File: config.mk
export PLATFORM = sky130hd
export DESIGN_NAME = utc_to_local_date_time_unit
export DESIGN_NICKNAME = d
export VERILOG_FILES = /design/src/design/utcl_pkg.sv /design/src/design/utc_to_local_date_time_unit.sv /design/src/design/utcl_ctl.sv /design/src/design/utcl_shift.sv /design/src/design/utcl_split.sv
export SDC_FILE = /design/constraint.sdc
export NUM_CORES = 1
export LEC_CHECK = 0
export BUFFER_PORTS_ARGS = -buffer_cell sky130_fd_sc_hd__buf_2
export CELL_PAD_IN_SITES_DETAIL_PLACEMENT = 1
export CELL_PAD_IN_SITES_GLOBAL_PLACEMENT = 1
export CORE_MARGIN = 2
export CORE_UTILIZATION = 52
export CTS_CLUSTER_DIAMETER = 30
export DETAILED_ROUTE_END_ITERATION = 6
export GPL_ROUTABILITY_DRIVEN = 0
export PLACE_DENSITY_LB_ADDON = 0.1
export SYNTH_ARGS = -nofsm -noshare
export SYNTH_HDL_FRONTEND = slang
export SYNTH_SLANG_ARGS = --single-unit
export TNS_END_PERCENT = 30
File: constraint.sdc
create_clock -name clk -period 7.39 [get_ports clk]
set_input_delay 0.3695 -clock clk [delete_from_list [all_inputs] [get_ports clk]]
set_output_delay 0.3695 -clock clk [all_outputs]
set_load 0.05 [all_outputs]
File: src/design/utcl_pkg.sv
// UTC to local date/time converter: shared types, constants and helper functions.
// Used by every module of the converter but utcl_chk; depends on nothing else.
package utcl_pkg;

	// Configuration register indexes
	localparam logic CFG_TZ_EAST   = 1'b0;
	localparam logic CFG_TZ_OFFSET = 1'b1;

	localparam logic [16:0] SecsPerDay  = 17'd86400;
	localparam logic [16:0] SecsPerHour = 17'd3600;
	localparam logic [16:0] SecsPerMin  = 17'd60;

	// Reciprocals for exact division by constants (multiply, then shift)
	localparam logic [17:0] HourRecip = 18'd149131; // 2^29 / 3600, rounded up
	localparam int          HourShift = 29;
	localparam logic [17:0] MinRecip  = 18'd139811; // 2^23 / 60, rounded up
	localparam int          MinShift  = 23;
	localparam logic [12:0] RemRecip  = 13'd4370;   // 2^18 / 60, rounded up
	localparam int          RemShift  = 18;

	// Stage advance strobes from the pipeline control
	typedef struct packed {
		logic s1;
		logic s2;
		logic s3;
		logic s4;
		logic s5;
		logic s6;
	} stage_en_t;

	// Gregorian leap year of 2000+yr; only 2000 and 2100 fall on a century
	function automatic logic is_leap(input logic [6:0] yr);
		return (yr[1:0] == 2'd0) && (yr != 7'd100);
	endfunction

	// Days in a month; months outside 1..12 have 31
	function automatic logic [4:0] month_days(input logic [3:0] mo, input logic [6:0] yr);
		logic [4:0] d;
		case (mo)
			4'd2: begin
				d = is_leap(yr) ? 5'd29 : 5'd28;
			end
			4'd4, 4'd6, 4'd9, 4'd11: begin
				d = 5'd30;
			end
			default: begin
				d = 5'd31;
			end
		endcase
		return d;
	endfunction

	// Packed BCD of a value below 100; quotient by ten through a reciprocal
	function automatic logic [7:0] to_bcd(input logic [6:0] v);
		logic [14:0] p;
		logic [3:0]  q;
		logic [6:0]  r;
		p = 15'(v) * 15'd205;
		q = p[14:11];
		r = v - 7'(q) * 7'd10;
		return {q, r[3:0]};
	endfunction

	// Month term of the weekday sum: ((m + 1) * 13) / 5
	function automatic logic [5:0] month_term(input logic [3:0] m);
		logic [5:0] t;
		case (m)
			4'd0:    t = 6'd2;
			4'd1:    t = 6'd5;
			4'd2:    t = 6'd7;
			4'd3:    t = 6'd10;
			4'd4:    t = 6'd13;
			4'd5:    t = 6'd15;
			4'd6:    t = 6'd18;
			4'd7:    t = 6'd20;
			4'd8:    t = 6'd23;
			4'd9:    t = 6'd26;
			4'd10:   t = 6'd28;
			4'd11:   t = 6'd31;
			4'd12:   t = 6'd33;
			4'd13:   t = 6'd36;
			4'd14:   t = 6'd39;
			default: t = 6'd41;
		endcase
		return t;
	endfunction

	// Modulo 7 of a 9-bit value: octal digits sum, since 8 is 1 mod 7
	function automatic logic [2:0] mod7(input logic [8:0] v);
		logic [4:0] a;
		logic [3:0] b;
		a = 5'(v[2:0]) + 5'(v[5:3]) + 5'(v[8:6]);
		b = 4'(a[2:0]) + 4'(a[4:3]);
		return (b >= 4'd7) ? 3'(b - 4'd7) : b[2:0];
	endfunction

endpackage

File: src/design/utc_to_local_date_time_unit.sv
// UTC to local date/time converter, top level: ports, time-zone registers and pipe.
// Depends on utcl_pkg, utcl_ctl, utcl_shift and utcl_split.
//
//   Channel  Direction  Width  Carries
//   s_axis   in         40     UTC year, month, day, hour, minute, second (binary)
//   m_axis   out        64     local date/time in BCD, weekday, local second of day
//   cfg      in         1+16   tz_east (index 0), tz_offset_seconds (index 1)
//
// Six register stages; one item per cycle sustained while m_axis does not stall.
// The deepest stage work is one constant-reciprocal multiply of the second of day.
// A stall at m_axis holds the full stages behind it; empty stages still fill.
// Reset clears the valid bits and both time-zone registers.
module utc_to_local_date_time_unit (
	input  logic        clk,
	input  logic        arst_n,
	input  logic        s_axis_tvalid,
	output logic        s_axis_tready,
	// utc_year[6:0], utc_month[10:7], utc_day[15:11], utc_hour[20:16],
	// utc_minute[26:21], utc_second[32:27], zero fill [39:33]
	input  logic [39:0] s_axis_tdata,
	output logic        m_axis_tvalid,
	input  logic        m_axis_tready,
	// local_year_bcd[7:0], local_month_bcd[12:8], local_day_bcd[18:13],
	// local_hour_bcd[24:19], local_minute_bcd[31:25], local_second_bcd[38:32],
	// weekday[41:39], local_second_of_day[58:42], zero fill [63:59]
	output logic [63:0] m_axis_tdata,
	input  logic        cfg_wr_en,
	input  logic        cfg_index,
	input  logic [15:0] cfg_wdata
);
	import utcl_pkg::*;

	logic        tz_east_q;
	logic [15:0] tz_offset_q;
	stage_en_t   en;

	logic [6:0]  year_s2;
	logic [3:0]  month_s2;
	logic [4:0]  day_s2;
	logic [16:0] local_s2;

	logic [7:0]  year_bcd_s6;
	logic [4:0]  month_bcd_s6;
	logic [5:0]  day_bcd_s6;
	logic [5:0]  hour_bcd_s6;
	logic [6:0]  minute_bcd_s6;
	logic [6:0]  second_bcd_s6;
	logic [2:0]  weekday_s6;
	logic [16:0] sod_s6;

	always_ff @(posedge clk or negedge arst_n) begin
		if (!arst_n) begin
			tz_east_q   <= 1'b0;
			tz_offset_q <= '0;
		end else if (cfg_wr_en) begin
			case (cfg_index)
				CFG_TZ_EAST: begin
					tz_east_q <= cfg_wdata[0];
				end
				CFG_TZ_OFFSET: begin
					tz_offset_q <= cfg_wdata;
				end
				default: begin
					tz_east_q <= tz_east_q;
				end
			endcase
		end
	end

	utcl_ctl u_ctl (
		.clk       (clk),
		.arst_n    (arst_n),
		.in_valid  (s_axis_tvalid),
		.in_ready  (s_axis_tready),
		.out_valid (m_axis_tvalid),
		.out_ready (m_axis_tready),
		.en        (en)
	);

	utcl_shift u_shift (
		.clk        (clk),
		.en         (en),
		.tz_east    (tz_east_q),
		.tz_offset  (tz_offset_q),
		.utc_year   (s_axis_tdata[6:0]),
		.utc_month  (s_axis_tdata[10:7]),
		.utc_day    (s_axis_tdata[15:11]),
		.utc_hour   (s_axis_tdata[20:16]),
		.utc_minute (s_axis_tdata[26:21]),
		.utc_second (s_axis_tdata[32:27]),
		.year_s2    (year_s2),
		.month_s2   (month_s2),
		.day_s2     (day_s2),
		.local_s2   (local_s2)
	);

	utcl_split u_split (
		.clk           (clk),
		.en            (en),
		.year_s2       (year_s2),
		.month_s2      (month_s2),
		.day_s2        (day_s2),
		.local_s2      (local_s2),
		.year_bcd_s6   (year_bcd_s6),
		.month_bcd_s6  (month_bcd_s6),
		.day_bcd_s6    (day_bcd_s6),
		.hour_bcd_s6   (hour_bcd_s6),
		.minute_bcd_s6 (minute_bcd_s6),
		.second_bcd_s6 (second_bcd_s6),
		.weekday_s6    (weekday_s6),
		.sod_s6        (sod_s6)
	);

	assign m_axis_tdata = {5'd0, sod_s6, weekday_s6, second_bcd_s6, minute_bcd_s6,
		hour_bcd_s6, day_bcd_s6, month_bcd_s6, year_bcd_s6};

endmodule

File: src/design/utcl_ctl.sv
// UTC to local converter: valid bits and stage advance strobes of the six-stage pipe.
// Depends on utcl_pkg.
module utcl_ctl (
	input  logic               clk,
	input  logic               arst_n,
	input  logic               in_valid,
	output logic               in_ready,
	output logic               out_valid,
	input  logic               out_ready,
	output utcl_pkg::stage_en_t en
);
	import utcl_pkg::*;

	logic [5:0] valid_q;

	// A stage loads when it is empty or its contents move on
	always_comb begin
		en.s6 = !valid_q[5] || out_ready;
		en.s5 = !valid_q[4] || en.s6;
		en.s4 = !valid_q[3] || en.s5;
		en.s3 = !valid_q[2] || en.s4;
		en.s2 = !valid_q[1] || en.s3;
		en.s1 = !valid_q[0] || en.s2;
	end

	assign in_ready  = en.s1;
	assign out_valid = valid_q[5];

	always_ff @(posedge clk or negedge arst_n) begin
		if (!arst_n) begin
			valid_q <= '0;
		end else begin
			if (en.s1) valid_q[0] <= in_valid;
			if (en.s2) valid_q[1] <= valid_q[0];
			if (en.s3) valid_q[2] <= valid_q[1];
			if (en.s4) valid_q[3] <= valid_q[2];
			if (en.s5) valid_q[4] <= valid_q[3];
			if (en.s6) valid_q[5] <= valid_q[4];
		end
	end

endmodule

File: src/design/utcl_shift.sv
// UTC to local converter, stages 1 and 2: second of day, offset and one-day date step.
// Depends on utcl_pkg.
module utcl_shift (
	input  logic               clk,
	input  utcl_pkg::stage_en_t en,
	input  logic               tz_east,
	input  logic [15:0]        tz_offset,
	input  logic [6:0]         utc_year,
	input  logic [3:0]         utc_month,
	input  logic [4:0]         utc_day,
	input  logic [4:0]         utc_hour,
	input  logic [5:0]         utc_minute,
	input  logic [5:0]         utc_second,
	output logic [6:0]         year_s2,
	output logic [3:0]         month_s2,
	output logic [4:0]         day_s2,
	output logic [16:0]        local_s2
);
	import utcl_pkg::*;

	logic [6:0]  year_s1;
	logic [3:0]  month_s1;
	logic [4:0]  day_s1;
	logic [4:0]  mlen_s1;
	logic [16:0] secs_s1;

	logic [16:0] secs_c;
	logic [17:0] sum_c;
	logic [17:0] diff_c;
	logic [16:0] local_c;
	logic        fwd_c;
	logic        back_c;
	logic [6:0]  year_c;
	logic [3:0]  month_c;
	logic [4:0]  day_c;

	assign secs_c = 17'(utc_hour) * SecsPerHour + 17'(utc_minute) * SecsPerMin
		+ 17'(utc_second);

	always_ff @(posedge clk) begin
		if (en.s1) begin
			year_s1  <= utc_year;
			month_s1 <= utc_month;
			day_s1   <= utc_day;
			mlen_s1  <= month_days(utc_month, utc_year);
			secs_s1  <= secs_c;
		end
	end

	// Apply the offset and find whether the day rolls
	always_comb begin
		sum_c  = 18'(secs_s1) + 18'(tz_offset);
		diff_c = 18'(secs_s1) - 18'(tz_offset);
		fwd_c  = 1'b0;
		back_c = 1'b0;
		if (tz_east) begin
			if (sum_c < 18'(SecsPerDay)) begin
				local_c = sum_c[16:0];
			end else begin
				local_c = 17'(sum_c - 18'(SecsPerDay));
				fwd_c   = 1'b1;
			end
		end else begin
			if (secs_s1 >= 17'(tz_offset)) begin
				local_c = diff_c[16:0];
			end else begin
				local_c = 17'(diff_c + 18'(SecsPerDay));
				back_c  = 1'b1;
			end
		end
	end

	// Step the date one day forward or back
	always_comb begin
		year_c  = year_s1;
		month_c = month_s1;
		day_c   = day_s1;
		if (fwd_c) begin
			if (day_s1 < mlen_s1) begin
				day_c = day_s1 + 5'd1;
			end else begin
				day_c = 5'd1;
				if (month_s1 < 4'd12) begin
					month_c = month_s1 + 4'd1;
				end else begin
					month_c = 4'd1;
					year_c  = (year_s1 == 7'd99) ? 7'd0 : year_s1 + 7'd1;
				end
			end
		end else if (back_c) begin
			if (day_s1 > 5'd1) begin
				day_c = day_s1 - 5'd1;
			end else if (month_s1 > 4'd1) begin
				month_c = month_s1 - 4'd1;
				day_c   = month_days(month_s1 - 4'd1, year_s1);
			end else begin
				year_c  = (year_s1 == 7'd0) ? 7'd99 : year_s1 - 7'd1;
				month_c = 4'd12;
				day_c   = 5'd31;
			end
		end
	end

	always_ff @(posedge clk) begin
		if (en.s2) begin
			year_s2  <= year_c;
			month_s2 <= month_c;
			day_s2   <= day_c;
			local_s2 <= local_c;
		end
	end

endmodule

File: src/design/utcl_split.sv
// UTC to local converter, stages 3 to 6: hour/minute/second split, BCD and weekday.
// Depends on utcl_pkg.
module utcl_split (
	input  logic               clk,
	input  utcl_pkg::stage_en_t en,
	input  logic [6:0]         year_s2,
	input  logic [3:0]         month_s2,
	input  logic [4:0]         day_s2,
	input  logic [16:0]        local_s2,
	output logic [7:0]         year_bcd_s6,
	output logic [4:0]         month_bcd_s6,
	output logic [5:0]         day_bcd_s6,
	output logic [5:0]         hour_bcd_s6,
	output logic [6:0]         minute_bcd_s6,
	output logic [6:0]         second_bcd_s6,
	output logic [2:0]         weekday_s6,
	output logic [16:0]        sod_s6
);
	import utcl_pkg::*;

	// Stage 3
	logic [34:0] hprod_c;
	logic [34:0] mprod_c;
	logic        early_c;
	logic [3:0]  zmonth_c;
	logic [7:0]  zyear_c;
	logic [8:0]  wsum_c;
	logic [7:0]  year_bcd_s3;
	logic [7:0]  month_bcd_s3;
	logic [7:0]  day_bcd_s3;
	logic [8:0]  wsum_s3;
	logic [5:0]  hour_s3;
	logic [11:0] tmin_s3;
	logic [16:0] local_s3;

	// Stage 4
	logic [16:0] rem_c;
	logic [16:0] sec_c;
	logic [7:0]  year_bcd_s4;
	logic [4:0]  month_bcd_s4;
	logic [5:0]  day_bcd_s4;
	logic [5:0]  hour_bcd_s4;
	logic [2:0]  weekday_s4;
	logic [11:0] rem_s4;
	logic [5:0]  sec_s4;
	logic [16:0] local_s4;

	// Stage 5
	logic [24:0] rprod_c;
	logic [7:0]  sec_bcd_c;
	logic [7:0]  year_bcd_s5;
	logic [4:0]  month_bcd_s5;
	logic [5:0]  day_bcd_s5;
	logic [5:0]  hour_bcd_s5;
	logic [2:0]  weekday_s5;
	logic [5:0]  minute_s5;
	logic [6:0]  second_bcd_s5;
	logic [16:0] local_s5;

	logic [7:0]  min_bcd_c;

	// Stage 3: hour and total minutes by reciprocal, date BCD, weekday sum.
	// January and February count as months 13 and 14 of the year before;
	// the year is biased by 28 so it stays positive.
	always_comb begin
		hprod_c  = 35'(local_s2) * 35'(HourRecip);
		mprod_c  = 35'(local_s2) * 35'(MinRecip);
		early_c  = (month_s2 < 4'd3);
		zmonth_c = early_c ? month_s2 + 4'd12 : month_s2;
		zyear_c  = 8'(year_s2) + 8'd28 - 8'(early_c);
		wsum_c   = 9'(zyear_c) + 9'(zyear_c[7:2]) + 9'(month_term(zmonth_c))
			+ 9'(day_s2) + 9'd6;
	end

	always_ff @(posedge clk) begin
		if (en.s3) begin
			year_bcd_s3  <= to_bcd(year_s2);
			month_bcd_s3 <= to_bcd(7'(month_s2));
			day_bcd_s3   <= to_bcd(7'(day_s2));
			wsum_s3      <= wsum_c;
			hour_s3      <= hprod_c[HourShift+5:HourShift];
			tmin_s3      <= mprod_c[MinShift+11:MinShift];
			local_s3     <= local_s2;
		end
	end

	// Stage 4: remainders within the hour and within the minute
	always_comb begin
		rem_c = local_s3 - 17'(hour_s3) * SecsPerHour;
		sec_c = local_s3 - 17'(tmin_s3) * SecsPerMin;
	end

	always_ff @(posedge clk) begin
		if (en.s4) begin
			year_bcd_s4  <= year_bcd_s3;
			month_bcd_s4 <= month_bcd_s3[4:0];
			day_bcd_s4   <= day_bcd_s3[5:0];
			hour_bcd_s4  <= 6'(to_bcd(7'(hour_s3)));
			weekday_s4   <= mod7(wsum_s3);
			rem_s4       <= rem_c[11:0];
			sec_s4       <= sec_c[5:0];
			local_s4     <= local_s3;
		end
	end

	// Stage 5: minute within the hour, second to BCD
	always_comb begin
		rprod_c   = 25'(rem_s4) * 25'(RemRecip);
		sec_bcd_c = to_bcd(7'(sec_s4));
	end

	always_ff @(posedge clk) begin
		if (en.s5) begin
			year_bcd_s5   <= year_bcd_s4;
			month_bcd_s5  <= month_bcd_s4;
			day_bcd_s5    <= day_bcd_s4;
			hour_bcd_s5   <= hour_bcd_s4;
			weekday_s5    <= weekday_s4;
			minute_s5     <= rprod_c[RemShift+5:RemShift];
			second_bcd_s5 <= sec_bcd_c[6:0];
			local_s5      <= local_s4;
		end
	end

	// Stage 6: minute to BCD, output register
	assign min_bcd_c = to_bcd(7'(minute_s5));

	always_ff @(posedge clk) begin
		if (en.s6) begin
			year_bcd_s6   <= year_bcd_s5;
			month_bcd_s6  <= month_bcd_s5;
			day_bcd_s6    <= day_bcd_s5;
			hour_bcd_s6   <= hour_bcd_s5;
			minute_bcd_s6 <= min_bcd_c[6:0];
			second_bcd_s6 <= second_bcd_s5;
			weekday_s6    <= weekday_s5;
			sod_s6        <= local_s5;
		end
	end

endmodule

==> summary.md, run 1 <==
The flow ran to the end, and the final reports show no timing, DRC or antenna violations. The number of antenna violations at the first check in global routing is 1. The global-route track usage on met3 is 0.0386.

The dominant synthesized flop cell was sky130_fd_sc_hd__edfxtp_1. The worst path needs 6520 ps of the cycle, external delays included. The number of distinct library cells after synthesis is 86.

Yosys printed 0 warnings. In this run, synthesis produced a sequential element count of 318. The cell accounting for the most synthesized area is sky130_fd_sc_hd__edfxtp_1.

Using the TritonRoute via totals, the vias-per-cell ratio works out to 5.49. The run gives 0.200 as the headroom to the max-slew limit. From synthesis to final layout, the design area changed by 15.1%. For the starting utilization of the core area, the log shows 0.528. After synthesis, the mean cell area works out to 11.5 um2. The count of buffers inserted at the top-level ports works out to 115. TritonCTS built the clock tree.

For the cell count after synthesis, the log shows 2427. The floorplan step defined a core boundary enclosing 52800 um2. Routed length per placed instance: 20.0 um. For this run, the detailed router's first-pass iteration total came to 5. After synthesis, the cell types taking the most area are sky130_fd_sc_hd__edfxtp_1 (32%), sky130_fd_sc_hd__ha_1 (26%), sky130_fd_sc_hd__fa_1 (13%), sky130_fd_sc_hd__inv_1 (6.5%), sky130_fd_sc_hd__xnor2_1 (3.4%). Setup repair after global routing left no endpoint under its margin. Clock-pin slew was measured on the worst setup and hold paths at 50 ps. The via count of the first global-routing pass was 20828; the final worst-path cycle share was 0.882. The clock latency of the later-clocked register in the worst-skew pair was 580 ps; the number of diodes added for antenna fixing was 0. Across the routed clock network, the largest skew measured is 16.0 ps. The tools report the arrival time reported for the critical path endpoint as 6850 ps.

Classification of the worst-slack hold path: in -> reg. The logs give 3433 for the number of nets in the finished design and 0.339 for the sequential fraction of the synthesis area. The critical path in this run is classified as reg -> reg. The tree is rooted in a sky130_fd_sc_hd__clkbuf_16. In this run the worst path has a maximum fanout of 10. In this run, the number of DRC markers left after iteration 0 of detailed routing was 688.

The count of nets left with antenna violations after detail routing is 0. Detailed placement ended at an HPWL of 50900 um. The buffers inserted during post-CTS setup optimization was 0.

The met1 usage in global routing is 0.299. After global routing, the most crowded layer is met2. The largest net degree at the start of global routing is 59, and the cell area after technology mapping is 27900 um2. The sum of routed wire length over all layers was 67100 um; the maximum level of the CTS H-tree was 3. The element type at the critical path start was a flip-flop. The floorplan has 84 rows. Data required time at the worst endpoint: 7720 ps. Max-cap violations in this run came to 0. For the fraction of met2 tracks used by global routing, the log shows 0.464. Maximum buffer depth of the clock tree: 3. The final global-route overflow total was 0; the die footprint was 55400 um2. Fraction of synthesis flops using an asynchronous set or reset pin: 0.0723.

For this run, design rule violations remaining after detail routing come to 0. The number of buffers created by CTS is 71. CTS saw 318 sinks.

Final number of hold-violating endpoints: 0. The worst setup path is captured at a flip-flop. Based on the critical path, the design can be clocked at up to 0.153 GHz. Sorting the synthesized cells by how often they occur yields sky130_fd_sc_hd__ha_1 (580), sky130_fd_sc_hd__inv_1 (481), sky130_fd_sc_hd__edfxtp_1 (295). The layout cell share with drive strength beyond 1 was 0.115; the global-route total usage across every layer was 0.250. The area fraction of the dominant cell type after synthesis was 0.318; the width of the die was 235 um. The tools report the setup TNS as 0 ps. Yosys instantiated no cell more often than sky130_fd_sc_hd__ha_1. The logs give 0 for the number of pins with negative max-slew slack in the final report and 18457 for the total number of vias. Setup violations remaining at the end of the flow were counted as 0.

Transition time at the pin with the least slew margin: 1200 ps. The wire length of the first global-routing pass is 110000 um, and the vertical extent of the die is 235 um. The synthesized design contains 295 enable-type register cells. Pin placement for this block handled 128 I/O pins.
-- logic make-up after synthesis --
family / count (synthesis) / share of synthesized area
AO/OA/AOI/OAI: 352 / 0.0853
XOR/XNOR: 152 / 0.0485
adder cells (fa/ha/maj): 757 / 0.388
buffers and inverters: 518 / 0.0716
flip-flops: 318 / 0.339
multiplexers: 36 / 0.0138
other: 1 / 0.000135
AND/OR/NAND/NOR: 293 / 0.0543
-- worst max-delay path, cell delays in order (launching register included) --
cell,delay [ps]
sky130_fd_sc_hd__edfxtp_1,630
sky130_fd_sc_hd__inv_1,120
sky130_fd_sc_hd__ha_1,380
sky130_fd_sc_hd__fa_1,530
sky130_fd_sc_hd__inv_1,60
sky130_fd_sc_hd__fa_1,520
sky130_fd_sc_hd__fa_1,540
sky130_fd_sc_hd__fa_1,560
sky130_fd_sc_hd__inv_1,60
sky130_fd_sc_hd__fa_1,550
sky130_fd_sc_hd__inv_1,50
sky130_fd_sc_hd__ha_1,300
sky130_fd_sc_hd__a21oi_1,200
sky130_fd_sc_hd__nand3_1,110
sky130_fd_sc_hd__nor2_1,110
sky130_fd_sc_hd__o21ai_0,160
sky130_fd_sc_hd__a31oi_1,180
sky130_fd_sc_hd__o21ai_0,260
sky130_fd_sc_hd__a31o_2,350
sky130_fd_sc_hd__a41oi_1,320
sky130_fd_sc_hd__o21bai_1,120
sky130_fd_sc_hd__xor2_1,150
-- stage by stage --
stage                     cell area [um2]  std cells  setup slack [ps]  utilization  hold slack, ps
final                               32100       3360               870        0.608            30.1
after global routing                32100       3360               425        0.608            15.5
after CTS                           32100       3360               819        0.608            2.46
after detailed placement            29200       3207               976        0.554             406
after global placement              29200       3207              1020        0.554             397
after floorplan                     27900       2431              1820            -            73.9
-- registers in the layout (all words and copies together) (netlist names), 9 cells and up --
| register | cells |
|---|---|
| u_shift.local_s2 | 17 |
| u_shift.secs_s1 | 17 |
| u_split.local_s3 | 17 |
| u_split.local_s4 | 17 |
| u_split.local_s5 | 17 |
| u_split.sod_s6 | 17 |
| tz_offset_q | 16 |
| u_split.wsum_s3 | 9 |
-- cell usage in the layout (no fill, tap or decap), drive strengths merged, types with 23 or more instances in the layout --
cell type  instances
clkbuf            80
nor2b             24
fa               177
inv              487
nor3              23
buf              124
edfxtp           295
nand2             65
nor2              66
a21oi             97
xor2              44
a21o              54
xnor2            108
o21ai             49
dfrtp             23
ha               580
nand2b            23
nand3             25
-- layout make-up --
class | instances | area, um2
clock inverters | 51 | 766
well taps | 688 | 861
clock buffers | 80 | 1860
fillers | 5434 | 20700
inverters | 482 | 1810
repair buffers | 146 | 863
flip-flops and latches | 318 | 9430
multi-input cells | 1595 | 16500
-- per-layer routing --
metal,wire length [um],up-vias,part of all wire
met4,1540,0,0.023
met2,35600,310,0.53
met1,27900,9303,0.42
met3,2060,118,0.031
li1,-,8726,-
met5,0,-,0
-- final timing paths --
| check | startpoint | endpoint | slack, ps | cells after the start |
|---|---|---|---|---|
| min in group asynchronous | arst_n | tz_offset_q[10]$_DFFE_PN0P_ | 350 | 2 |
| hold / removal | cfg_wdata[1] | tz_offset_q[1]$_DFFE_PN0P_ | 30 | 2 |
| setup reg to reg | u_shift.local_s2[15]$_DFFE_PP_ | u_split.hour_s3[5]$_DFFE_PP_ | 870 | 21 |
| max in group asynchronous | arst_n | u_ctl.valid_q[0]$_DFFE_PN0P_ | 6620 | 2 |
| hold reg to reg | u_split.month_bcd_s5[3]$_DFFE_PP_ | u_split.month_bcd_s6[3]$_DFFE_PP_ | 410 | 0 |
| setup / recovery | u_shift.local_s2[15]$_DFFE_PP_ | u_split.hour_s3[5]$_DFFE_PP_ | 870 | 21 |
-- timing repair --
item                      4_1_cts  5_1_grt
resized for setup               0        0
hold buffers                   22        0
hold endpoints to repair       44        0
Power of run 1 is left out: the tool's default activity adds up to more than one toggle a clock period on the data nets, which glitch-free logic cannot reach.
==> inputs of run 2 (changes only) <==
--- a/config.mk
+++ b/config.mk
@@ -14,6 +14,7 @@
 export DETAILED_ROUTE_END_ITERATION = 6
 export GPL_ROUTABILITY_DRIVEN = 0
 export PLACE_DENSITY_LB_ADDON = 0.1
+export REMOVE_ABC_BUFFERS = 1
 export SYNTH_ARGS = -nofsm -noshare
 export SYNTH_HDL_FRONTEND = slang
 export SYNTH_SLANG_ARGS = --single-unit
==> run 2 against run 1 <==
Maximum frequency grew 0.55%; non-clock buffer count increased by 7; sequential cell count did not move; global-route usage shrank 0.22 points; via count shrank 0.33%; wire length shrank 0.88%; register-to-register slack improved by 40 ps; setup slack better by 36 ps; clock-buffer cell count is the same; critical endpoint unchanged; worst hold slack worse by 2.5 ps; die area stayed put; sequential share of layout area hardly changed.
==> summary.md, run 2 (same netlist as run 1, synthesis figures left out) <==
The flow ran to the end, and the final reports show no timing, DRC or antenna violations. The run gives 66500 um as the sum of routed wire length over all layers. Timing analysis after detailed placement gives a worst setup slack of 843 ps.

Counting cells, the worst reg-to-reg path comes to 21. The logs give 0.362 for the headroom to the max-slew limit and 0.528 for the starting utilization of the core area. The final number of hold-violating endpoints was 0; the number of detailed-route iterations in the first pass was 5.

The worst hold path depth is 2. No sink is reached through more buffers than the 3 on the longest clock path. After layout, the worst setup slack is 905 ps. The maximum fanout along the worst path was 11; the transition time at the pin with the least slew margin was 958 ps. The data required time at the worst endpoint is 7730 ps. The tools report the global-route total usage across every layer as 0.248. The worst register-to-register path begins at u_shift.local_s2[6]$_DFFE_PP_. After routing, the total negative slack on setup checks comes to 0 ps. The core region area is 52800 um2, and the area growth from synthesis to layout is 15.1%.

The TritonCTS sink count came out at 318. The final worst-path cycle share was 0.877. Via count of the first global-routing pass: 21251. The element type at the critical path start is a flip-flop. The endpoint of the worst register-to-register path is u_split.hour_s3[5]$_DFFE_PP_. For the worst-skew pair, the clock arrives at the later sink with an insertion delay of 600 ps. The count of boundary I/O pins is 128. The tightest hold margin was 27.5 ps. For this block, the via count after detailed routing is 18397.

The count of routing violations after the opening detailed-route iteration is 661, and the final global-route overflow total is 0. In this run the core area contains 84 standard-cell rows. The commonest non-fill, non-tap cell in the layout is sky130_fd_sc_hd__ha_1.

Static timing analysis puts the maximum clock frequency at 0.154 GHz. TritonCTS built the clock tree. The library cells used most frequently in the layout, excluding fill and tap cells, are sky130_fd_sc_hd__ha_1 (580), sky130_fd_sc_hd__inv_1 (479), sky130_fd_sc_hd__edfxtp_1 (295), sky130_fd_sc_hd__fa_1 (177), sky130_fd_sc_hd__buf_2 (115). Measured along the y axis, the die boundary spans 235 um. The die covers 55400 um2. The critical path capture point type was a flip-flop. Count of nets left with antenna violations after detail routing: 0. The end of the worst hold path is tz_offset_q[2]$_DFFE_PN0P_.

The detailed-route DRC error count is 0, and the final period demand of the worst path is 6480 ps. The wire length of the first global-routing pass was 110000 um; the largest net degree at the start of global routing was 60. On the final layout, the worst clock skew is 36.0 ps. Setup violations remaining at the end of the flow were counted as 0. The final layout contains 3442 nets.

Number of pins with negative max-slew slack in the final report: 0. Data on the critical path arrives at its endpoint at 6830 ps. The startpoint identified for the worst hold timing path is cfg_wdata[2]. TritonCTS created 73 clock buffers. After detailed routing, the number of vias per cell comes to 5.46. The clock tree root buffer cell is sky130_fd_sc_hd__clkbuf_16. The number of antenna violations at the first check in global routing is 1, and the width of the die is 235 um. The path class of the tightest hold or removal check is in -> reg. Max-cap violations in this run came to 0.

The run gives 5399 as the number of filler cells placed in the layout. By startpoint and endpoint, the worst setup path is classified as reg -> reg. The layout cell share with drive strength beyond 1 came out at 0.114.

Dividing the detail-routed wire length by the instance count gives 19.7 um. The run gives 0 as the buffers inserted during post-CTS setup optimization. The clock tree synthesis step divided the H-tree into 3 levels. After clock tree synthesis, the clock-pin slew on the worst setup and hold paths is 50 ps.

Setup slack on the worst reg-to-reg path comes out at 910 ps. The run gives 50000 um as the estimated wirelength of the detail-placed design. Setup repair after global routing left no endpoint under its margin. The count of buffers added on input and output ports is 115.
run 2: layout make-up:
type	count	area, um2	share of cell area
antenna	1	2.50	0.0000781
clock buffer	80	1850	0.0578
clock inverter	52	707	0.0221
inverter	482	1810	0.0564
multi-input combinational	1595	16500	0.513
sequential	318	9430	0.294
tap	688	861	0.0269
timing repair buffer	153	931	0.0290
run 2: how the worst max path moves through the flow:
| stage | start | to | slack, ps | cells after the start |
|---|---|---|---|---|
| final | u_shift.local_s2[6]$_DFFE_PP_ | u_split.hour_s3[5]$_DFFE_PP_ | 910 | 21 |
| after global routing | u_shift.local_s2[6]$_DFFE_PP_ | u_split.hour_s3[5]$_DFFE_PP_ | 430 | 21 |
| after CTS | u_shift.local_s2[6]$_DFFE_PP_ | u_split.hour_s3[5]$_DFFE_PP_ | 840 | 21 |
| after detailed placement | u_shift.local_s2[6]$_DFFE_PP_ | u_split.hour_s3[5]$_DFFE_PP_ | 840 | 21 |
| after global placement | u_shift.local_s2[6]$_DFFE_PP_ | u_split.hour_s3[5]$_DFFE_PP_ | 960 | 21 |
| after floorplan | u_shift.local_s2[9]$_DFFE_PP_ | u_split.hour_s3[5]$_DFFE_PP_ | 1820 | 22 |
run 2: through the flow:
stage / util / cell area (um2) / instances
2_1_floorplan: - / 27700 / 2395
3_3_place_gp: 0.554 / 29200 / 3208
3_5_place_dp: 0.554 / 29200 / 3208
4_1_cts: 0.607 / 32100 / 3368
5_1_grt: 0.608 / 32100 / 3369
6_report: 0.608 / 32100 / 3369
run 2: routing by layer:
layer	vias up	track usage	part of all wire
li1	8755	-	-
met1	9221	0.285	0.41
met2	296	0.469	0.53
met3	125	0.0361	0.030
met4	0	0.0836	0.028
met5	-	0	0
run 2: timing repair:
item / CTS / global route
resized for setup: 0 / 0
hold endpoints to repair: 50 / 0
hold buffers: 28 / 0
endpoints found under the setup margin: 0 / 0
run 2: critical path: stages, from the launching register on:
cell and delay [ps]:
sky130_fd_sc_hd__edfxtp_1 790, sky130_fd_sc_hd__inv_1 120, sky130_fd_sc_hd__ha_1 380, sky130_fd_sc_hd__fa_1 530, sky130_fd_sc_hd__fa_1 540, sky130_fd_sc_hd__inv_1 60, sky130_fd_sc_hd__fa_1 480, sky130_fd_sc_hd__fa_1 560
sky130_fd_sc_hd__inv_1 60, sky130_fd_sc_hd__fa_1 550, sky130_fd_sc_hd__inv_1 50, sky130_fd_sc_hd__ha_1 300, sky130_fd_sc_hd__a21oi_1 200, sky130_fd_sc_hd__nand3_1 90, sky130_fd_sc_hd__nor2_1 100, sky130_fd_sc_hd__o21ai_0 110
sky130_fd_sc_hd__a31oi_1 170, sky130_fd_sc_hd__o21ai_0 250, sky130_fd_sc_hd__a31o_2 350, sky130_fd_sc_hd__a41oi_1 320, sky130_fd_sc_hd__o21bai_1 120, sky130_fd_sc_hd__xor2_1 150
Power of run 2 is left out for the same reason.
